===== config.mk =====
export PLATFORM = sky130hd
export DESIGN_NAME = patterned_line_rasterizer_core
export DESIGN_NICKNAME = d
export VERILOG_FILES = /design/src/design/plr_pkg.sv /design/src/design/patterned_line_rasterizer_core.sv /design/src/design/plr_ctrl.sv /design/src/design/plr_datapath.sv
export SDC_FILE = /design/constraint.sdc
export NUM_CORES = 1
export LEC_CHECK = 0
export BUFFER_PORTS_ARGS = -buffer_cell sky130_fd_sc_hd__buf_2
export CAP_MARGIN = 20
export CORE_MARGIN = 3
export CORE_UTILIZATION = 28
export CTS_CLUSTER_DIAMETER = 80
export DETAILED_ROUTE_END_ITERATION = 10
export HOLD_SLACK_MARGIN = 0.02
export PLACE_DENSITY_LB_ADDON = 0.05
export SLEW_MARGIN = 10
export SYNTH_ARGS = -nofsm -noshare
export SYNTH_HDL_FRONTEND = slang
export SYNTH_SLANG_ARGS = --single-unit

===== constraint.sdc =====
create_clock -name clock -period 13.68 [get_ports clock]
set_clock_uncertainty 0.2 [all_clocks]
set_input_delay 1.368 -clock clock [delete_from_list [all_inputs] [get_ports clock]]
set_output_delay 1.368 -clock clock [all_outputs]
set_load 0.05 [all_outputs]

===== src/design/plr_pkg.sv =====
// Package: widths, codes and controller/datapath interface types of the line rasterizer.
`timescale 1ns / 1ps
package plr_pkg;
   localparam int COORD_BITS = 12;
   localparam int FRAC_BITS  = 16;
   localparam int PAT_BITS   = 32;
   localparam int ACC_BITS   = COORD_BITS + FRAC_BITS;
   localparam int QUO_BITS   = FRAC_BITS + 1;
   localparam int CNT_BITS   = $clog2(FRAC_BITS + 1);

   typedef enum logic [0:0] {
      OP_START = 1'b0,
      OP_STEP  = 1'b1
   } op_type;

   typedef enum logic [2:0] {
      ST_IDLE   = 3'b001,
      ST_DIVIDE = 3'b010,
      ST_STEP   = 3'b100
   } state_type;

   typedef struct packed {
      logic load;
      logic div_step;
      logic emit;
   } dp_cmd_type;

   typedef struct packed {
      logic zero_len;
      logic div_last;
      logic at_limit;
   } dp_status_type;
endpackage


===== src/design/patterned_line_rasterizer_core.sv =====
// Top level of the patterned line rasterizer: controller plus datapath.
`timescale 1ns / 1ps
// A start request (op 0) loads two endpoints and a dash pattern and always gives no result.
// Setup then runs a radix-2 divider for the 1.16 minor increment, one quotient bit per
// clock: req_stall stays high after a start until the divide ends (not at all for a
// zero-length line). Each step request (op 1) then yields one pixel per clock unless
// rsp_stall holds the output register, endpoints included, last_pixel on the final one;
// idle step requests are taken and dropped. A start abandons any line in progress.
module patterned_line_rasterizer_core (
   input  logic                                  clock,
   input  logic                                  reset,
   input  logic                                  req_valid,
   output logic                                  req_stall,
   input  logic                                  req_op,
   input  logic signed [plr_pkg::COORD_BITS-1:0] req_x_start,
   input  logic signed [plr_pkg::COORD_BITS-1:0] req_y_start,
   input  logic signed [plr_pkg::COORD_BITS-1:0] req_x_end,
   input  logic signed [plr_pkg::COORD_BITS-1:0] req_y_end,
   input  logic        [plr_pkg::PAT_BITS-1:0]   req_dash_pattern,
   output logic                                  rsp_valid,
   input  logic                                  rsp_stall,
   output logic signed [plr_pkg::COORD_BITS-1:0] rsp_pixel_x,
   output logic signed [plr_pkg::COORD_BITS-1:0] rsp_pixel_y,
   output logic                                  rsp_draw,
   output logic                                  rsp_last_pixel
);
   import plr_pkg::*;

   dp_cmd_type    cmd;
   dp_status_type status;

   plr_ctrl u_ctrl (
      .clock     (clock),
      .reset     (reset),
      .req_valid (req_valid),
      .req_op    (req_op),
      .rsp_stall (rsp_stall),
      .status    (status),
      .req_stall (req_stall),
      .rsp_valid (rsp_valid),
      .cmd       (cmd)
   );

   plr_datapath u_datapath (
      .clock            (clock),
      .req_x_start      (req_x_start),
      .req_y_start      (req_y_start),
      .req_x_end        (req_x_end),
      .req_y_end        (req_y_end),
      .req_dash_pattern (req_dash_pattern),
      .cmd              (cmd),
      .status           (status),
      .rsp_pixel_x      (rsp_pixel_x),
      .rsp_pixel_y      (rsp_pixel_y),
      .rsp_draw         (rsp_draw),
      .rsp_last_pixel   (rsp_last_pixel)
   );
endmodule


===== src/design/plr_ctrl.sv =====
// Controller: line setup, division sequencing and output handshake.
`timescale 1ns / 1ps
module plr_ctrl (
   input  logic                  clock,
   input  logic                  reset,
   input  logic                  req_valid,
   input  logic                  req_op,
   input  logic                  rsp_stall,
   input  plr_pkg::dp_status_type status,
   output logic                  req_stall,
   output logic                  rsp_valid,
   output plr_pkg::dp_cmd_type   cmd
);
   import plr_pkg::*;

   state_type state_ff, state_in;
   logic      rsp_valid_ff, rsp_valid_in;
   logic      accept;
   logic      is_start;

   assign req_stall = (state_ff == ST_DIVIDE) || (rsp_valid_ff && rsp_stall);
   assign accept    = req_valid && !req_stall;
   assign is_start  = (req_op == OP_START);

   assign cmd.load     = accept && is_start;
   assign cmd.div_step = (state_ff == ST_DIVIDE);
   assign cmd.emit     = accept && !is_start && (state_ff == ST_STEP);

   always_comb begin
      state_in = state_ff;
      if (cmd.load) begin
         state_in = status.zero_len ? ST_STEP : ST_DIVIDE;
      end else begin
         case (state_ff)
            ST_IDLE: begin
               state_in = ST_IDLE;
            end
            ST_DIVIDE: begin
               if (status.div_last) state_in = ST_STEP;
            end
            ST_STEP: begin
               if (cmd.emit && status.at_limit) state_in = ST_IDLE;
            end
            default: begin
               state_in = ST_IDLE;
            end
         endcase
      end
   end

   always_comb begin
      if (cmd.emit) rsp_valid_in = 1'b1;
      else          rsp_valid_in = rsp_valid_ff && rsp_stall;
   end

   always_ff @(posedge clock) begin
      if (reset) begin
         state_ff     <= ST_IDLE;
         rsp_valid_ff <= 1'b0;
      end else begin
         state_ff     <= state_in;
         rsp_valid_ff <= rsp_valid_in;
      end
   end

   assign rsp_valid = rsp_valid_ff;
endmodule


===== src/design/plr_datapath.sv =====
// Datapath: endpoint setup, radix-2 increment divider, major/minor stepping, output register.
`timescale 1ns / 1ps
module plr_datapath (
   input  logic                                  clock,
   input  logic signed [plr_pkg::COORD_BITS-1:0] req_x_start,
   input  logic signed [plr_pkg::COORD_BITS-1:0] req_y_start,
   input  logic signed [plr_pkg::COORD_BITS-1:0] req_x_end,
   input  logic signed [plr_pkg::COORD_BITS-1:0] req_y_end,
   input  logic        [plr_pkg::PAT_BITS-1:0]   req_dash_pattern,
   input  plr_pkg::dp_cmd_type                   cmd,
   output plr_pkg::dp_status_type                status,
   output logic signed [plr_pkg::COORD_BITS-1:0] rsp_pixel_x,
   output logic signed [plr_pkg::COORD_BITS-1:0] rsp_pixel_y,
   output logic                                  rsp_draw,
   output logic                                  rsp_last_pixel
);
   import plr_pkg::*;

   // setup
   logic signed [COORD_BITS:0]   dx, dy, long_d, short_d;
   logic        [COORD_BITS:0]   adx_w, ady_w;
   logic        [COORD_BITS-1:0] adx, ady, long_abs, short_abs;
   logic                         major_y;
   logic signed [COORD_BITS-1:0] minor_start;

   // line state
   logic                         major_is_y_ff;
   logic                         stepping_up_ff;
   logic                         acc_add_ff;
   logic        [COORD_BITS-1:0] pos_ff, pos_in;
   logic        [COORD_BITS-1:0] limit_ff;
   logic        [ACC_BITS-1:0]   acc_ff, acc_in;
   logic        [PAT_BITS-1:0]   pat_ff, pat_in;

   // divider
   logic        [COORD_BITS:0]   rem_ff, rem_in, rem_sel, rem_diff;
   logic        [COORD_BITS-1:0] div_ff;
   logic        [QUO_BITS-1:0]   quo_ff, quo_in;
   logic        [CNT_BITS-1:0]   cnt_ff, cnt_in;
   logic                         quo_bit;

   // output register
   logic        [COORD_BITS-1:0] px_ff, py_ff;
   logic                         draw_ff, last_ff;
   logic        [COORD_BITS-1:0] minor_out;

   assign dx = {req_x_end[COORD_BITS-1], req_x_end} - {req_x_start[COORD_BITS-1], req_x_start};
   assign dy = {req_y_end[COORD_BITS-1], req_y_end} - {req_y_start[COORD_BITS-1], req_y_start};
   assign adx_w = dx[COORD_BITS] ? -dx : dx;
   assign ady_w = dy[COORD_BITS] ? -dy : dy;
   assign adx   = adx_w[COORD_BITS-1:0];
   assign ady   = ady_w[COORD_BITS-1:0];
   assign major_y     = ady > adx;
   assign long_d      = major_y ? dy : dx;
   assign short_d     = major_y ? dx : dy;
   assign long_abs    = major_y ? ady : adx;
   assign short_abs   = major_y ? adx : ady;
   assign minor_start = major_y ? req_x_start : req_y_start;

   assign status.zero_len = (long_abs == '0);
   assign status.div_last = (cnt_ff == CNT_BITS'(FRAC_BITS));
   assign status.at_limit = (pos_ff == limit_ff);

   // one quotient bit per cycle, MSB first
   assign rem_diff = rem_ff - {1'b0, div_ff};
   assign quo_bit  = (rem_ff >= {1'b0, div_ff});
   assign rem_sel  = quo_bit ? rem_diff : rem_ff;

   always_comb begin
      rem_in = rem_ff;
      quo_in = quo_ff;
      cnt_in = cnt_ff;
      if (cmd.load) begin
         rem_in = {1'b0, short_abs};
         quo_in = '0;
         cnt_in = '0;
      end else if (cmd.div_step) begin
         rem_in = {rem_sel[COORD_BITS-1:0], 1'b0};
         quo_in = {quo_ff[QUO_BITS-2:0], quo_bit};
         cnt_in = cnt_ff + 1'b1;
      end
   end

   always_comb begin
      pos_in = pos_ff;
      acc_in = acc_ff;
      pat_in = pat_ff;
      if (cmd.load) begin
         pos_in = major_y ? req_y_start : req_x_start;
         acc_in = {minor_start, 1'b1, {(FRAC_BITS-1){1'b0}}};
         pat_in = req_dash_pattern;
      end else if (cmd.emit) begin
         pos_in = stepping_up_ff ? pos_ff + 1'b1 : pos_ff - 1'b1;
         acc_in = acc_add_ff ? acc_ff + ACC_BITS'(quo_ff) : acc_ff - ACC_BITS'(quo_ff);
         pat_in = {pat_ff[0], pat_ff[PAT_BITS-1:1]};
      end
   end

   assign minor_out = acc_ff[ACC_BITS-1:FRAC_BITS];

   always_ff @(posedge clock) begin
      rem_ff <= rem_in;
      quo_ff <= quo_in;
      cnt_ff <= cnt_in;
      pos_ff <= pos_in;
      acc_ff <= acc_in;
      pat_ff <= pat_in;
      if (cmd.load) begin
         div_ff         <= long_abs;
         limit_ff       <= major_y ? req_y_end : req_x_end;
         major_is_y_ff  <= major_y;
         stepping_up_ff <= !long_d[COORD_BITS] && (long_d != '0);
         acc_add_ff     <= (!long_d[COORD_BITS] && (long_d != '0))
                           ^ (short_d[COORD_BITS] ^ long_d[COORD_BITS]);
      end
      if (cmd.emit) begin
         px_ff   <= major_is_y_ff ? minor_out : pos_ff;
         py_ff   <= major_is_y_ff ? pos_ff : minor_out;
         draw_ff <= pat_ff[0];
         last_ff <= status.at_limit;
      end
   end

   assign rsp_pixel_x    = px_ff;
   assign rsp_pixel_y    = py_ff;
   assign rsp_draw       = draw_ff;
   assign rsp_last_pixel = last_ff;
endmodule


# After elaboration in Yosys (flattened, before gate mapping)

Cells that the tools add are included.

Bits in registers: 164
Input bits: 85
Output and inout bits: 28
Logic and storage cells: 83

$add $sub $neg: 10
$lt $le $gt $ge: 2
Equal/unequal tests: 6
Multiplexer cells: 28
Bitwise operators: 3
Reduce and logical (&&, ||, !) cells: 15

Operators by type and width:

| operator                                            | number |
|---|---|
| 2-to-1 mux 12 bit                                   | 15 |
| 2-to-1 mux 28 bit                                   | 3 |
| 2-to-1 mux 32 bit                                   | 2 |
| adder 28 x 17 -> 28 bit                             | 1 |
| subtractor 28 x 17 -> 28 bit                        | 1 |
| 2-to-1 mux 13 bit                                   | 2 |
| subtractor 12 x 12 -> 13 bit                        | 2 |
| negation 12 bit                                     | 2 |
| greater-or-equal comparator 13 x 12 -> 1 bit        | 1 |
| nonzero test 13 bit                                 | 1 |
| adder 12 x 1 -> 12 bit (second input constant)      | 1 |
| == test 12 bit                                      | 1 |
| greater-than comparator 12 bit                      | 1 |
| logical NOT 12 bit                                  | 1 |
| 2-to-1 mux 3 bit                                    | 4 |
| subtractor 12 x 1 -> 12 bit (second input constant) | 1 |
| subtractor 12 bit                                   | 1 |
| logical AND 1 bit                                   | 7 |
| case mux 3 bit (2 select lines)                     | 1 |
| adder 5 x 1 -> 5 bit (second input constant)        | 1 |
| == test 5 bit (second input constant)               | 1 |
| nonzero test 2 bit                                  | 2 |
| == test 3 x 2 -> 1 bit (second input constant)      | 1 |
| == test 3 bit (second input constant)               | 1 |
| 8 further kinds                                     | 10 |

# Longest topological paths before layout

Word-level depth: 10
Gate-level depth with buffers: 25
Depth with buffers taken out: 24

# Modules after synthesis

Synthesis repeated with hierarchy kept, for this count alone.

Cell total of the unflattened synthesis: 1302
Area, all modules: 12320.6 µm²

Modules (own cells, without submodules):

| module       | times used | cells an instance | area an instance (µm²) | seq. area each (µm²) |
|---|---|---|---|---|
| plr_datapath | 1          | 1275              | 12077.8                | 4414.2 |
| plr_ctrl     | 1          | 27                | 242.7                  | 80.1 |

# Least setup slack after synthesis

Ideal clock, no wire load.

Path kind: input port to flip-flop
Start point: input port req_x_end[0] (netlist name)
End point: register u_datapath.acc_add_ff, data pin
Library setup time: 258 ps
Data arrival time: 5717 ps
Required time: 13222 ps
Setup slack: 7505 ps
Stages on the path: 22
Buffers on the path: 1
Cell sequence: inv_1 > ha_1 > fa_1 > ha_1 > nand4bb_1 > nor3_1 > a311o_1 > nand2_1 > o211ai_1 > xor2_1 > inv_1 > ha_1 > and3_1 > a221o_1 > a221o_1 > o22a_1 > buf_2 > inv_1 > nand4_1 > or3_1 > a21o_1 > o221a_1

Cells in the longest elaborated chain, start to end: 8
Elaborated cells on any way between the ends: 11
Classes of those cells: add/sub: 2; order compare: 1; mux: 3; bitwise: 2; reduce/logical: 3

Ends and longest elaborated chain:

| what                                                     | line                                 | text |
|---|---|---|
| from (decl)                                              | patterned_line_rasterizer_core.sv:17 | `input logic signed [plr_pkg::COORD_BITS-1:0] req_x_end,` |
| subtractor 12 x 12 -> 13 bit (*)                         | plr_datapath.sv:47                   | `assign dx = {req_x_end[COORD_BITS-1], req_x_end} - {req_x_start[COORD_BITS-1], req_x_start};` |
| negation 12 bit                                          | plr_datapath.sv:49                   | `assign adx_w = dx[COORD_BITS] ? -dx : dx;` |
| 2-to-1 mux 12 bit                                        | plr_datapath.sv:49                   |  |
| greater-than comparator 12 bit                           | plr_datapath.sv:53                   | `assign major_y = ady > adx;` |
| 2-to-1 mux 13 bit                                        | plr_datapath.sv:54                   | `assign long_d = major_y ? dy : dx;` |
| nonzero test 13 bit or logical NOT 1 bit (tied branches) | plr_datapath.sv:113                  | `acc_add_ff <= (!long_d[COORD_BITS] && (long_d != '0))` |
| logical AND 1 bit                                        | plr_datapath.sv:113                  |  |
| XOR 1 bit (*)                                            | plr_datapath.sv:114                  | `^ (short_d[COORD_BITS] ^ long_d[COORD_BITS]);` |
| to (signal assigned)                                     | plr_datapath.sv:113                  |  |
| to (decl)                                                | plr_datapath.sv:29                   | `logic acc_add_ff;` |

Mark *: on every way between the ends. The rest lies on a longest branch, timed or not.
A chain may end at the register's enable or synchronous reset.

# Worst setup path after layout

Start point: input port req_y_start[0] (netlist name)
End point: register u_ctrl.state_ff[2]

Cells in the longest elaborated chain, start to end: 8

Ends and longest elaborated chain:

| what                             | line                                 | text |
|---|---|---|
| from (decl)                      | patterned_line_rasterizer_core.sv:16 | `input logic signed [plr_pkg::COORD_BITS-1:0] req_y_start,` |
| subtractor 12 x 12 -> 13 bit (*) | plr_datapath.sv:48                   | `assign dy = {req_y_end[COORD_BITS-1], req_y_end} - {req_y_start[COORD_BITS-1], req_y_start};` |
| negation 12 bit                  | plr_datapath.sv:50                   | `assign ady_w = dy[COORD_BITS] ? -dy : dy;` |
| 2-to-1 mux 12 bit (*)            | plr_datapath.sv:50                   |  |
| greater-than comparator 12 bit   | plr_datapath.sv:53                   |  |
| 2-to-1 mux 12 bit (*)            | plr_datapath.sv:56                   | `assign long_abs = major_y ? ady : adx;` |
| logical NOT 12 bit (*)           | plr_datapath.sv:60                   | `assign status.zero_len = (long_abs == '0);` |
| 2-to-1 mux 3 bit (*)             | plr_ctrl.sv:32                       | `state_in = status.zero_len ? ST_STEP : ST_DIVIDE;` |
| 2-to-1 mux 3 bit (*)             | plr_ctrl.sv:31                       | `if (cmd.load) begin` |
| to (signal assigned)             | plr_ctrl.sv:61                       | `state_ff <= state_in;` |
| to (decl)                        | plr_ctrl.sv:16                       | `state_type state_ff, state_in;` |

Marks and branches as above.

==> out/results.txt <==
outcome: complete, no violations
Max IR drop VDD: 117 µV
PortBufs: 112
clk_lat worst skew: 0.45 ns
P_leak: 5.75 nW
critical path required time: 13.87 ns
CP Max Fanout: 91
CP Capture Type: flip-flop
Die X: 215 µm
number of synthesized flops with an enable pin: 121
largest stage delay on the critical path: 0.81 ns
Overall Global Routing Usage: 0.158
placer congestion estimate: 0.847
CTS clock-pin slew for the worst setup and hold paths: 0.07 ns
Max Clk Rate: 0.133 GHz
Yosys Warn Count: 0
Crit-path slowest cell: o22a_4
total gr overflow: 0
I/O pin count: 113
top cell type's share of synthesized area: 0.298
Die ar.: 46100 µm²
Slew Viols, Final: 0
routed vias/inst: 4.91
most common cell in the netlist: nand2_1
fill cell count: 4487
syn_nets: 1546
largest delay contributor family on the critical path: compound AO/OA/AOI/OAI gates
Num CTS Buffers: 17
Final Hold Vio Count: 0
CTS tree: yes
largest net degree at the start of global routing: 92
Cell Area, Synth: 12200 µm²
register area share after synthesis: 0.368
setup bufs post-CTS: 0
Slew @ Worst Pin: 1.05 ns
global-route wire length before repair: 56.9 mm
WL final: 36.6 mm
top cells by count, synth: nand2_1 (216), a21oi_1 (138), edfxtp_1 (121)
antenna violations before repair: 0
setup TNS: 0 ns
chip height: 215 µm
synthesis-stage register bit count: 164
1st-pass router iterations: 5
Unique masters post-synth: 88
FFs w/ async S/R, synth: 0
sequential cell area: 4490 µm²
final core occ: 0.328
share of layout cells above drive strength 1: 0.153
pwr/cell area: 141 nW/µm²
H-tree lvl count: 4
initial core utilization: 0.287
sequence of cells on the critical path: buf_2, ha_1, inv_1, fa_1, a21o_1, a21oi_1, xnor2_1, nor3_1, nand2b_1, o41ai_2, xnor2_1, inv_1, ha_1, and4_1, nand3_1, a21oi_1, o22a_4, inv_1, or2_2, o22ai_1, nand4_1, o41ai_2, nor2b_1
DP HPWL: 28.3 mm
vias post-DR: 10000
max_slew headroom: 0.303
Primary FF master, synth: edfxtp_1
Clock Tree Buf Depth: 2
DRC errors left: 0
area of the multi-input gates: 7230 µm²
root buf cell: clkbuf_16
max cap viols: 0
CP most frequent cell: inv_1
top cell type by total area after synthesis: edfxtp_1
Hold WC Path Type: reg2reg
post-CTS sizing: 0
Syn Area/Cell: 8.93 µm²
nets: 1633
Synth Instances: 1366
antenna fix cells: 0
clk sinks: 164
Final setup violation count: 0
Final ANT Viol Nets: 0
Setup crit start kind: primary input
crit path time final: 7.50 ns
RSZ-0062 raised after global routing: false
hold_buf cts: 0
crit path kind: in2reg
1st-iter DRT viols: 557
area added between synthesis and finish: 14.1%
worst path bufs/invs: 4
vias in the first global route: 9867
top area cells in the synthesized netlist: edfxtp_1 (30%), ha_1 (9.2%), dfxtp_1 (7.1%)
area of the core: 42500 µm²
Worst Path Arrival: 7.68 ns
fin crit share: 0.548
wire per inst: 17.9 µm
Placement Rows: 75
report_power, final:
part           switching [mW]  internal (mW)
Sequential             0.0355          0.613
Combinational           0.515          0.324
Clock                   0.222          0.252
Total                   0.772           1.19
cell usage in the layout (no fill, tap or decap), types with 5 or more instances in the layout:
master,count
a31oi_1,6
nand2b_1,9
nand2_1,215
o22ai_1,14
ha_1,90
buf_4,8
mux2i_1,15
xor2_1,51
inv_1,76
fa_1,5
nor3_1,22
buf_2,112
mux2_2,40
edfxtp_1,121
clkbuf_16,18
dfxtp_1,43
and3_1,5
nor2_1,108
nand3b_1,5
a21oi_1,138
a21o_1,23
or3_1,5
a211oi_1,19
o21a_1,14
or2_2,7
nand3_1,18
nand4_1,19
nor2b_1,16
o211ai_1,9
xnor2_1,57
o21ai_0,45
o21bai_1,13
final timing paths:
path | slack, ns | cells past startpoint | end | from
worst max-delay path | 6.18 | 23 | u_ctrl.state_ff[2] | req_y_start[0]
worst min-delay path | 0.26 | 2 | u_datapath.acc_ff[0] | u_datapath.acc_ff[0]
worst max register to register | 8.81 | 18 | u_datapath.acc_ff[27] | u_datapath.quo_ff[0]
worst min register to register | 0.26 | 2 | u_datapath.acc_ff[0] | u_datapath.acc_ff[0]
flip-flops by register name, indices dropped and copies added (netlist names):
name and flops:
u_datapath.pat_ff 32, u_datapath.acc_ff 28, u_datapath.quo_ff 17, u_datapath.rem_ff 13, u_datapath.div_ff 12, u_datapath.limit_ff 12
u_datapath.pos_ff 12, u_datapath.rsp_pixel_x 12, u_datapath.rsp_pixel_y 12, u_datapath.cnt_ff 5, u_ctrl.state_ff 3, u_ctrl.rsp_valid 1
u_datapath.acc_add_ff 1, u_datapath.major_is_y_ff 1, u_datapath.rsp_draw 1, u_datapath.rsp_last_pixel 1, u_datapath.stepping_up_ff 1
metal layers:
layer | GRT usage | vias up | routed length [µm]
met4 | 0.0317 | 0 | 301
met5 | 0 | - | 0
met2 | 0.255 | 120 | 16900
li1 | - | 5099 | -
met3 | 0.0281 | 15 | 920
met1 | 0.223 | 4789 | 18500
through the flow:
step                power [mW]  hold WS [ns]  worst slack, ns  area, µm²  instances
detailed placement        1.50         0.251             5.80      13400       2011
global placement          1.50         0.246             5.88      13400       2011
global route              2.11         0.285             5.60      13900       2043
CTS                       1.99         0.264             6.25      13900       2043
finish                    1.96         0.260             6.18      13900       2043
floorplan                 1.27         0.221             7.50      12200       1366
final cells by class:
| class | count | area share |
|---|---|---|
| multi-input combinational | 1072 | 0.519 |
| sequential | 164 | 0.323 |
| tap | 577 | 0.0518 |
| timing repair buffer | 120 | 0.0446 |
| clock buffer | 21 | 0.0339 |
| inverter | 78 | 0.0211 |
| clock inverter | 11 | 0.00638 |
logic make-up (layout without fill, tap and decap cells):
| kind of cell | count (synthesis) | count (layout) | synth area share |
|---|---|---|---|
| AND/OR/NAND/NOR | 461 | 461 | 0.170 |
| AO/OA/AOI/OAI | 350 | 350 | 0.190 |
| flip-flops | 164 | 164 | 0.368 |
| buffers and inverters | 130 | 230 | 0.0404 |
| XOR/XNOR | 110 | 110 | 0.0802 |
| adder cells (fa/ha/maj) | 95 | 95 | 0.100 |
| multiplexers | 56 | 56 | 0.0504 |
tightest hold or removal path, delay by kind of cell, from the launching register on:
kind             cells  cell delay (ns)
flip-flops           1             0.31
AND/OR/NAND/NOR      1             0.05
AO/OA/AOI/OAI        1             0.05
No activity file was read; power rests on OpenSTA's default activity.
